**config.mk**
```make
export PLATFORM = sky130hd
export DESIGN_NAME = csi_status_row_clobber_tracker_flat
export DESIGN_NICKNAME = d
export VERILOG_FILES = /design/src/rtl/csrct_pkg.sv /design/src/rtl/csrct_if.sv /design/src/rtl/csi_status_row_clobber_tracker.sv /design/src/rtl/csrct_step.sv /design/src/flat_wrapper.sv
export SDC_FILE = /design/constraint.sdc
export NUM_CORES = 1
export LEC_CHECK = 0
export ABC_CLOCK_PERIOD_IN_PS = 5710
export BUFFER_PORTS_ARGS = -buffer_cell sky130_fd_sc_hd__buf_2
export CAP_MARGIN = 20
export CORE_MARGIN = 2
export CORE_UTILIZATION = 57
export DETAILED_ROUTE_END_ITERATION = 16
export HOLD_SLACK_MARGIN = 0.02
export MAX_ROUTING_LAYER = met4
export PLACE_DENSITY = 0.81
export SYNTH_ARGS = -nofsm -noshare
export SYNTH_HDL_FRONTEND = slang
export SYNTH_HIERARCHICAL = 1
export SYNTH_SLANG_ARGS = --single-unit
```
**constraint.sdc**
```tcl
create_clock -name clk_i -period 5.71 [get_ports clk_i]
set_input_delay 1.142 -clock clk_i [delete_from_list [all_inputs] [get_ports clk_i]]
set_output_delay 1.142 -clock clk_i [all_outputs]
set_load 0.05 [all_outputs]
```
**src/rtl/csrct_pkg.sv**
```systemverilog
// Shared types, byte codes and constants for the CSI status-row clobber tracker.
package csrct_pkg;

  localparam int unsigned RowWidth = 16;
  localparam int unsigned NumWidth = RowWidth + 4;

  localparam logic [RowWidth-1:0] RowsReset = RowWidth'(24);
  localparam logic [RowWidth-1:0] RowOne    = RowWidth'(1);
  localparam logic [RowWidth-1:0] RowMax    = {RowWidth{1'b1}};

  // Byte codes of interest
  localparam logic [7:0] ChEsc   = 8'h1B;
  localparam logic [7:0] ChLbr   = 8'h5B;  // [
  localparam logic [7:0] ChJ     = 8'h4A;
  localparam logic [7:0] ChK     = 8'h4B;
  localparam logic [7:0] ChH     = 8'h48;
  localparam logic [7:0] ChF     = 8'h66;  // f
  localparam logic [7:0] ChA     = 8'h41;
  localparam logic [7:0] ChB     = 8'h42;
  localparam logic [7:0] ChSemi  = 8'h3B;
  localparam logic [7:0] ChQmark = 8'h3F;
  localparam logic [7:0] ChLf    = 8'h0A;
  localparam logic [7:0] ChZero  = 8'h30;
  localparam logic [7:0] ChOne   = 8'h31;
  localparam logic [7:0] ChTwo   = 8'h32;
  localparam logic [7:0] ChThree = 8'h33;
  localparam logic [7:0] ChNine  = 8'h39;

  typedef enum logic [1:0] {
    OpByte    = 2'd0,
    OpSetRow  = 2'd1,
    OpClrFlag = 2'd2
  } op_e;

  typedef enum logic [1:0] {
    PhGround = 2'd0,
    PhEsc    = 2'd1,
    PhCsi    = 2'd2
  } phase_e;

  typedef struct packed {
    logic [1:0]  op;
    logic [7:0]  byte_value;
    logic [15:0] row_value;
  } item_t;

  typedef struct packed {
    phase_e              phase;
    logic [1:0]          param_len;
    logic [7:0]          first_param;
    logic [RowWidth-1:0] num_accum;
    logic                num_seen;
    logic                num_closed;
    logic [RowWidth-1:0] row;
    logic                flag;
  } track_state_t;

  typedef struct packed {
    logic        bar_clobbered;
    logic        bar_needs_repaint;
    logic [15:0] tracked_row;
  } result_t;

endpackage

```
**src/rtl/csrct_if.sv**
```systemverilog
// Valid/ready channel interfaces for the tracker's input and result beats.
interface csrct_in_if;
  logic        valid;
  logic        ready;
  logic [1:0]  op;
  logic [7:0]  byte_value;
  logic [15:0] row_value;
  logic        chunk_end;

  modport source (output valid, op, byte_value, row_value, chunk_end, input ready);
  modport sink   (input valid, op, byte_value, row_value, chunk_end, output ready);
endinterface

interface csrct_out_if;
  logic        valid;
  logic        ready;
  logic        bar_clobbered;
  logic        bar_needs_repaint;
  logic [15:0] tracked_row;

  modport source (output valid, bar_clobbered, bar_needs_repaint, tracked_row, input ready);
  modport sink   (input valid, bar_clobbered, bar_needs_repaint, tracked_row, output ready);
endinterface

```
**src/rtl/csi_status_row_clobber_tracker.sv**
```systemverilog
// Top level of the CSI status-row clobber tracker.
//
// Watches a terminal output byte stream for ESC [ sequences, tracks the
// one-based cursor row and raises a sticky repaint flag when a sequence may
// have overwritten the bottom status row. Every input beat (op 0 byte, op 1
// set row, op 2 clear flag) yields exactly one result beat carrying the
// clobber hit for that beat, the repaint flag and the tracked row after it.
// Throughput is one beat per clock while the result side drains; a full,
// stalled result register holds the input. An accepted beat passes the input
// register, then one combinational parse step into the result register.
// The input side keeps accepting while a result waits, as long as the result
// register drains in the same cycle. screen_rows is written through
// cfg_we_i/cfg_data_i; the user must write it only while idle, as the block
// does not enforce this. Reset value 24, and 0 turns off row tracking.
// chunk_end is carried on the channel but has no effect on behavior.
module csi_status_row_clobber_tracker import csrct_pkg::*; (
  input  logic               clk_i,
  input  logic               rst_ni,
  input  logic               cfg_we_i,
  input  logic [15:0]        cfg_data_i,
  csrct_in_if.sink           item_i,
  csrct_out_if.source        result_o
);

  // input register
  logic         in_vld_q;
  item_t        in_item_q;
  // tracker state and config
  track_state_t st_q;
  track_state_t st_d;
  logic [RowWidth-1:0] rows_q;
  // result register
  logic         out_vld_q;
  result_t      out_res_q;

  logic         hit;
  logic         advance;
  logic         in_fire;

  // the registered item moves into the result register when it has room
  assign advance      = in_vld_q && (!out_vld_q || result_o.ready);
  assign item_i.ready = !in_vld_q || advance;
  assign in_fire      = item_i.valid && item_i.ready;

  csrct_step u_step (
    .item_i  (in_item_q),
    .state_i (st_q),
    .rows_i  (rows_q),
    .state_o (st_d),
    .hit_o   (hit)
  );

  // control: valid bits, tracker state, config
  always_ff @(posedge clk_i or negedge rst_ni) begin
    if (!rst_ni) begin
      in_vld_q  <= 1'b0;
      out_vld_q <= 1'b0;
      st_q      <= '{phase: PhGround, param_len: 2'd0, first_param: '0,
                     num_accum: '0, num_seen: 1'b0, num_closed: 1'b0,
                     row: '0, flag: 1'b0};
      rows_q    <= RowsReset;
    end else begin
      if (item_i.ready) begin
        in_vld_q <= item_i.valid;
      end
      if (advance) begin
        st_q      <= st_d;
        out_vld_q <= 1'b1;
      end else if (result_o.ready) begin
        out_vld_q <= 1'b0;
      end
      if (cfg_we_i) begin
        rows_q <= cfg_data_i[RowWidth-1:0];
      end
    end
  end

  // payload registers
  always_ff @(posedge clk_i) begin
    if (in_fire) begin
      in_item_q <= '{op: item_i.op, byte_value: item_i.byte_value,
                     row_value: item_i.row_value};
    end
    if (advance) begin
      out_res_q <= '{bar_clobbered: hit, bar_needs_repaint: st_d.flag,
                     tracked_row: 16'(st_d.row)};
    end
  end

  assign result_o.valid             = out_vld_q;
  assign result_o.bar_clobbered     = out_res_q.bar_clobbered;
  assign result_o.bar_needs_repaint = out_res_q.bar_needs_repaint;
  assign result_o.tracked_row       = out_res_q.tracked_row;

endmodule

```
**src/rtl/csrct_step.sv**
```systemverilog
// One-beat parse step: next tracker state and clobber hit for a registered item.
module csrct_step import csrct_pkg::*; (
  input  item_t               item_i,
  input  track_state_t        state_i,
  input  logic [RowWidth-1:0] rows_i,
  output track_state_t        state_o,
  output logic                hit_o
);

  logic                rows_nz;
  logic [7:0]          c;
  logic                is_digit;
  logic                is_param;
  logic                one;
  logic [7:0]          p;
  logic                j_all;
  logic                k_all;
  logic [RowWidth-1:0] lead;
  logic [RowWidth-1:0] up_row;
  logic [RowWidth:0]   dn_sum;
  logic [RowWidth-1:0] dn_row;
  logic [NumWidth-1:0] num_next;
  logic [RowWidth:0]   row_inc;
  logic                do_ground;

  assign c        = item_i.byte_value;
  assign rows_nz  = (rows_i != '0);
  assign is_digit = (c >= ChZero) && (c <= ChNine);
  assign is_param = is_digit || (c == ChSemi) || (c == ChQmark);
  assign one      = (state_i.param_len == 2'd1);
  assign p        = state_i.first_param;

  assign j_all = (c == ChJ) && ((state_i.param_len == 2'd0) ||
                 (one && ((p == ChZero) || (p == ChTwo) || (p == ChThree))));
  assign k_all = (c == ChK) && ((state_i.param_len == 2'd0) ||
                 (one && ((p == ChZero) || (p == ChTwo))));

  assign lead   = state_i.num_seen ? state_i.num_accum : RowOne;
  assign up_row = (state_i.row <= lead) ? RowOne : (state_i.row - lead);
  assign dn_sum = {1'b0, state_i.row} + {1'b0, lead};
  assign dn_row = (dn_sum > {1'b0, rows_i}) ? rows_i : dn_sum[RowWidth-1:0];

  // accum * 10 + digit, as shift-add
  assign num_next = NumWidth'({state_i.num_accum, 3'b000})
                  + NumWidth'({state_i.num_accum, 1'b0})
                  + NumWidth'(c - ChZero);

  assign row_inc = {1'b0, state_i.row} + (RowWidth+1)'(1);

  always_comb begin
    state_o   = state_i;
    hit_o     = 1'b0;
    do_ground = 1'b0;

    unique case (op_e'(item_i.op))
      OpByte: begin
        unique case (state_i.phase)
          PhEsc: begin
            if (c == ChLbr) begin
              state_o.phase       = PhCsi;
              state_o.param_len   = 2'd0;
              state_o.first_param = '0;
              state_o.num_accum   = '0;
              state_o.num_seen    = 1'b0;
              state_o.num_closed  = 1'b0;
            end else begin
              state_o.phase = PhGround;
              do_ground     = 1'b1;
            end
          end
          PhCsi: begin
            if (is_param) begin
              if (state_i.param_len == 2'd0) begin
                state_o.first_param = c;
              end
              if (state_i.param_len != 2'd2) begin
                state_o.param_len = state_i.param_len + 2'd1;
              end
              if (!state_i.num_closed && is_digit) begin
                state_o.num_accum = (num_next[NumWidth-1:RowWidth] != '0) ?
                                    RowMax : num_next[RowWidth-1:0];
                state_o.num_seen  = 1'b1;
              end else begin
                state_o.num_closed = 1'b1;
              end
            end else begin
              // final byte: run its action, then rescan it as a plain byte
              priority if (j_all || k_all) begin
                hit_o = 1'b1;
              end else if (one && (p == ChOne) && ((c == ChJ) || (c == ChK))) begin
                hit_o = rows_nz && (state_i.row == rows_i);
              end else if (((c == ChH) || (c == ChF)) && rows_nz) begin
                state_o.row = lead;
                hit_o       = (lead == rows_i);
              end else if ((c == ChA) && rows_nz) begin
                state_o.row = up_row;
                hit_o       = (up_row == rows_i);
              end else if ((c == ChB) && rows_nz) begin
                state_o.row = dn_row;
                hit_o       = (dn_row == rows_i);
              end else begin
                hit_o = 1'b0;
              end
              state_o.flag  = state_i.flag | hit_o;
              state_o.phase = PhGround;
              do_ground     = 1'b1;
            end
          end
          default: begin
            state_o.phase = PhGround;
            do_ground     = 1'b1;
          end
        endcase

        // Plain-byte scan. A final byte that moved the row is never LF,
        // so the pre-update row is the right one to test here.
        if (do_ground) begin
          if ((c == ChLf) && rows_nz && (row_inc < {1'b0, rows_i})) begin
            state_o.row = row_inc[RowWidth-1:0];
          end else if (c == ChEsc) begin
            state_o.phase = PhEsc;
          end
        end
      end
      OpSetRow:  state_o.row  = item_i.row_value[RowWidth-1:0];
      OpClrFlag: state_o.flag = 1'b0;
      default: ;
    endcase
  end

endmodule

```
**src/flat_wrapper.sv**
```systemverilog
// flat-port wrapper written by rule: the top's interface ports become plain ports
module csi_status_row_clobber_tracker_flat import csrct_pkg::*;
  (clk_i, rst_ni, cfg_we_i, cfg_data_i, item_i_valid, item_i_op, item_i_byte_value, item_i_row_value, item_i_chunk_end, item_i_ready, result_o_valid, result_o_bar_clobbered, result_o_bar_needs_repaint, result_o_tracked_row, result_o_ready);
  csrct_in_if item_i_i ();
  csrct_out_if result_o_i ();
  input  logic clk_i;
  input  logic rst_ni;
  input  logic cfg_we_i;
  input  logic [15:0] cfg_data_i;
  input wire logic [$bits(item_i_i.valid)-1:0] item_i_valid;
  input wire logic [$bits(item_i_i.op)-1:0] item_i_op;
  input wire logic [$bits(item_i_i.byte_value)-1:0] item_i_byte_value;
  input wire logic [$bits(item_i_i.row_value)-1:0] item_i_row_value;
  input wire logic [$bits(item_i_i.chunk_end)-1:0] item_i_chunk_end;
  output wire logic [$bits(item_i_i.ready)-1:0] item_i_ready;
  output wire logic [$bits(result_o_i.valid)-1:0] result_o_valid;
  output wire logic [$bits(result_o_i.bar_clobbered)-1:0] result_o_bar_clobbered;
  output wire logic [$bits(result_o_i.bar_needs_repaint)-1:0] result_o_bar_needs_repaint;
  output wire logic [$bits(result_o_i.tracked_row)-1:0] result_o_tracked_row;
  input wire logic [$bits(result_o_i.ready)-1:0] result_o_ready;
  assign item_i_i.valid = item_i_valid;
  assign item_i_i.op = item_i_op;
  assign item_i_i.byte_value = item_i_byte_value;
  assign item_i_i.row_value = item_i_row_value;
  assign item_i_i.chunk_end = item_i_chunk_end;
  assign item_i_ready = item_i_i.ready;
  assign result_o_valid = result_o_i.valid;
  assign result_o_bar_clobbered = result_o_i.bar_clobbered;
  assign result_o_bar_needs_repaint = result_o_i.bar_needs_repaint;
  assign result_o_tracked_row = result_o_i.tracked_row;
  assign result_o_i.ready = result_o_ready;
  csi_status_row_clobber_tracker u_core (.clk_i(clk_i), .rst_ni(rst_ni), .cfg_we_i(cfg_we_i), .cfg_data_i(cfg_data_i), .item_i(item_i_i), .result_o(result_o_i));
endmodule
```
==> run_results.csv <==
group,metric,value,unit
outcome,outcome,"finished clean",
die,coreArea,19600,um^2
yosys,yosys_most_used_dff,"dfrtp_1",
sta,timing.hold.ws,0.525,ns
die,fp.dieW,146,um
clock_tree,cts-root-buf,"clkbuf_16",
route,drtAntennaViolNets,0,
final_layout,antennaDiodeCount,0,
yosys,yosys_warnings,6,
sta,skew,0.0157,ns
worst_setup_path,cp_cell_sequence,"nand2_1 -> inv_1 -> ha_1 -> a21o_1 -> a221o_1 -> a31o_1 -> a221oi_2 -> buf_4 -> nor4_1 -> a311oi_2 -> inv_1 -> ha_1 -> nand3_1 -> nor2_1 -> a21oi_1 -> o32a_1 -> a221oi_4 -> buf_12 -> nand2_1 -> o211ai_1 -> a311oi_1 -> or3_1 -> mux2_2",
place,pre_cts_ws,0.203,ns
clock_tree,clkTransAtPathRegs,0.08,ns
place,dpl.hpwl,28100,um
yosys,syn_nets,1449,
yosys,synth.distinct_cells,94,
yosys,ys_ff_latch,109,
place,portBuffers,66,
clock_tree,htreeDepth,3,
final_layout,area_delta_synth_final,9.70,%
global_routing,grt_use_total,35.0,%
route,firstDrtPassIters,6,
worst_setup_path,rrSetupSlack,0.25,ns
worst_setup_path,cpLargestDelayFamily,"compound AO/OA/AOI/OAI gates",
yosys,synthArstFlopShare,59.6,%
global_routing,grt_pass1_wl,57100,um
worst_setup_path,cp.arrival,5.71,ns
global_routing,grt_pass1_vias,10500,
power,vdd_drop_max,0.000170,V
route,vias,10700,
sta,drv_slew,0,
worst_setup_path,cp.required,5.96,ns
die,start_util,58.3,%
flow_run,max_cap_viol_count,0,
worst_setup_path,cp-startpoint,"u_core/st_q[20]$_DFFE_PN0P_",
yosys,yosysSeqAreaShare,25.8,%
route,drtIter0Drc,1152,
worst_setup_path,timing.rr.end,"u_core/st_q[1]$_DFFE_PN0P_",
global_routing,grt_max_degree,66,
yosys,synth_edf_count,44,
sta,hold_violations,0,
route,routed_wl,36000,um
power,power.leakage,5.56,nW
power,p_total,4.24,mW
sta,relSlewSlack,39.9,%
die,boundaryPins,68,
power,power.density,338,nW/um^2
sta,worst_slack,0.252,ns
die,die_h,146,um
die,dieArea,21200,um^2
yosys,synth_area_per_cell,8.83,um^2
hold_path,hold_path.class,"reg2reg",
worst_setup_path,crit_path_end_kind,"flop",
global_routing,gr-total-overflow,0,
route,via_per_inst,6.60,
sta,worstMarginPinSlew,0.901,ns
clock_tree,cts_made_buffers,9,
yosys,syn_area,11400,um^2
worst_setup_path,worst-setup-path-type,"reg2reg",
worst_setup_path,path_max_fanout,24,
sta,fmax,183,MHz
die,row_count,51,
worst_setup_path,cp.buffers_inverters,4,
route,drc_errors,0,
final_layout,final_util,64.0,%
sta,min_period_over_period,95.6,%
final_layout,drive_gt1_share,17.5,%
final_layout,nets,1509,
sta,rsz0062_at_grt,"false",
sta,setup_tns,0,ns
worst_setup_path,reg2regPathDepth,23,
worst_setup_path,crit_end,"u_core/st_q[1]$_DFFE_PN0P_",
worst_setup_path,crit_slowest_cell,"dfrtp_1",
worst_setup_path,max_stage_delay,0.48,ns
global_routing,antenna_found_initial,0,
place,place_congestion,1.01,
yosys,synthCells,1294,
sta,setup_viol,0,
route,routedWlPerCell,22.2,um
sta,period_needed,5.46,ns
clock_tree,clk_path_buf_depth,2,
worst_setup_path,r2r_start,"u_core/st_q[20]$_DFFE_PN0P_",
clock_tree,cts_tree,"built",
worst_setup_path,critPathLaunchType,"flop",
clock_tree,clock-sinks,109,
clock_tree,clkLatencyLatePin,0.37,ns
worst_setup_path,cp.depth,23,
hold_path,hold_path.startpoint,"u_core/in_vld_q$_DFFE_PN0P_",
clock_tree,cts_setup_buffers,0,
==> per-stage QoR <==
step	area [um^2]	std cells
after floorplan	11400	1294
after global placement	12200	1607
after detailed placement	12200	1607
after CTS	12500	1623
after global routing	12500	1624
final	12500	1624
==> final cells by class <==
cell class / instances / area (um^2)
fill: 1694 / 7060
timing repair buffer: 128 / 828
multi-input combinational: 1032 / 7840
tap: 265 / 332
clock buffer: 9 / 225
clock inverter: 7 / 72.6
inverter: 74 / 278
sequential: 109 / 2950
==> layout by cell type, fill, tap and decap left out, types with 9 or more instances in the layout <==
| master | netlist | routed |
|---|---|---|
| a21oi_1 | 102 | 102 |
| mux2_2 | 48 | 48 |
| fa_1 | 17 | 17 |
| a22o_1 | 12 | 12 |
| xnor2_1 | 58 | 58 |
| o21ai_0 | 54 | 53 |
| nand2b_1 | 15 | 15 |
| o31ai_1 | 9 | 9 |
| mux2_4 | 19 | 19 |
| dfrtp_1 | 63 | 63 |
| nor4_1 | 16 | 16 |
| and3_1 | 20 | 20 |
| nand2_1 | 94 | 94 |
| a21o_1 | 14 | 14 |
| nand3_1 | 44 | 44 |
| nor2b_1 | 11 | 11 |
| clkbuf_16 | 0 | 9 |
| buf_2 | 17 | 66 |
| a211oi_1 | 11 | 11 |
| o211ai_1 | 19 | 19 |
| nor3_1 | 26 | 26 |
| edfxtp_1 | 44 | 44 |
| o22a_1 | 13 | 13 |
| nand4_1 | 16 | 16 |
| mux2i_1 | 16 | 16 |
| nor2_1 | 88 | 87 |
| ha_1 | 90 | 90 |
| o21a_1 | 16 | 16 |
| buf_4 | 3 | 60 |
| inv_1 | 72 | 72 |
| xor2_1 | 30 | 30 |
==> power by group <==
part           leakage [nW]  internal, mW  switching (mW)
registers              1.25         0.918           0.126
clock network         0.149         0.312           0.332
logic                  4.15         0.991            1.56
==> cell usage after synthesis (8+ instances only) <==
| master | n | area share, % |
|---|---|---|
| and3_1 | 20 | 1.1 |
| edfxtp_1 | 44 | 12 |
| xor2_1 | 30 | 2.3 |
| o211ai_1 | 19 | 1.2 |
| nor2_1 | 88 | 2.9 |
| nand2b_1 | 15 | 0.82 |
| a21o_1 | 14 | 0.92 |
| fa_1 | 17 | 3.0 |
| mux2i_1 | 16 | 1.4 |
| nor2b_1 | 11 | 0.60 |
| mux2_2 | 48 | 4.7 |
| xnor2_1 | 58 | 4.4 |
| buf_2 | 17 | 0.74 |
| o31ai_1 | 9 | 0.59 |
| o22a_1 | 13 | 1.0 |
| inv_1 | 72 | 2.4 |
| nand2_1 | 94 | 3.1 |
| dfrtp_1 | 63 | 14 |
| a22o_1 | 12 | 0.92 |
| o2111ai_1 | 8 | 0.61 |
| clkbuf_1 | 50 | 1.6 |
| nor4_1 | 16 | 0.88 |
| nand4_1 | 16 | 0.88 |
| mux2_4 | 19 | 2.5 |
| nand3_1 | 44 | 1.9 |
| o21a_1 | 16 | 1.1 |
| nor3_1 | 26 | 1.1 |
| a211oi_1 | 11 | 0.72 |
| ha_1 | 90 | 9.9 |
| a21oi_1 | 102 | 4.5 |
| o21ai_0 | 54 | 2.4 |
==> routing by layer <==
metal  wire [um]  track usage, %
met1       14400            43.6
met2       16600            55.9
met3        3090            5.74
met4        1870            16.3
met5           0               -
==> logic make-up (layout without fill, tap and decap cells) <==
family / after synthesis / after routing / share of synthesized area (%)
fa+ha+maj: 107 / 107 / 12.8
xor+xnor: 92 / 92 / 7.54
buf+inv: 153 / 218 / 5.59
simple gates: 379 / 379 / 16.6
flops: 109 / 109 / 25.8
compound gates: 371 / 371 / 22.9
mux: 83 / 83 / 8.63
==> sequential cells by signal (all words and copies together), names as in the netlist <==
register,flops
u_core/st_q,47
u_core/in_vld_q,1
u_core/result_o.tracked_row,16
u_core/result_o.bar_needs_repaint,1
u_core/rows_q,16
u_core/in_item_q,26
u_core/result_o.bar_clobbered,1
u_core/result_o.valid,1
==> worst reg2reg max path, delay by kind of cell, from the launching register on <==
| family | cells | cell delay, ns |
|---|---|---|
| muxes | 1 | 0.29 |
| adders and majority gates | 2 | 0.68 |
| AOI/OAI and AO/OA | 10 | 2.27 |
| buffers and inverters | 4 | 0.56 |
| DFF | 1 | 0.48 |
| and+or+nand+nor | 6 | 1.08 |
==> worst min-delay path by stage <==
stage,endpoint,slack (ns),depth (start not counted)
after floorplan,u_core/st_q[0]$_DFFE_PN0P_,0.47,1
after global placement,u_core/result_o.valid$_DFFE_PN0P_,0.49,1
after detailed placement,u_core/st_q[0]$_DFFE_PN0P_,0.50,1
after CTS,u_core/result_o.valid$_DFFE_PN0P_,0.52,1
after global routing,u_core/st_q[0]$_DFFE_PN0P_,0.54,1
final,u_core/result_o.valid$_DFFE_PN0P_,0.52,1
==> what timing repair did <==
item	4_1_cts	5_1_grt
resized for setup	0	3
hold buffers	0	0
setup endpoints to repair	0	10
Note: power is estimated with default switching activity, not from simulation.
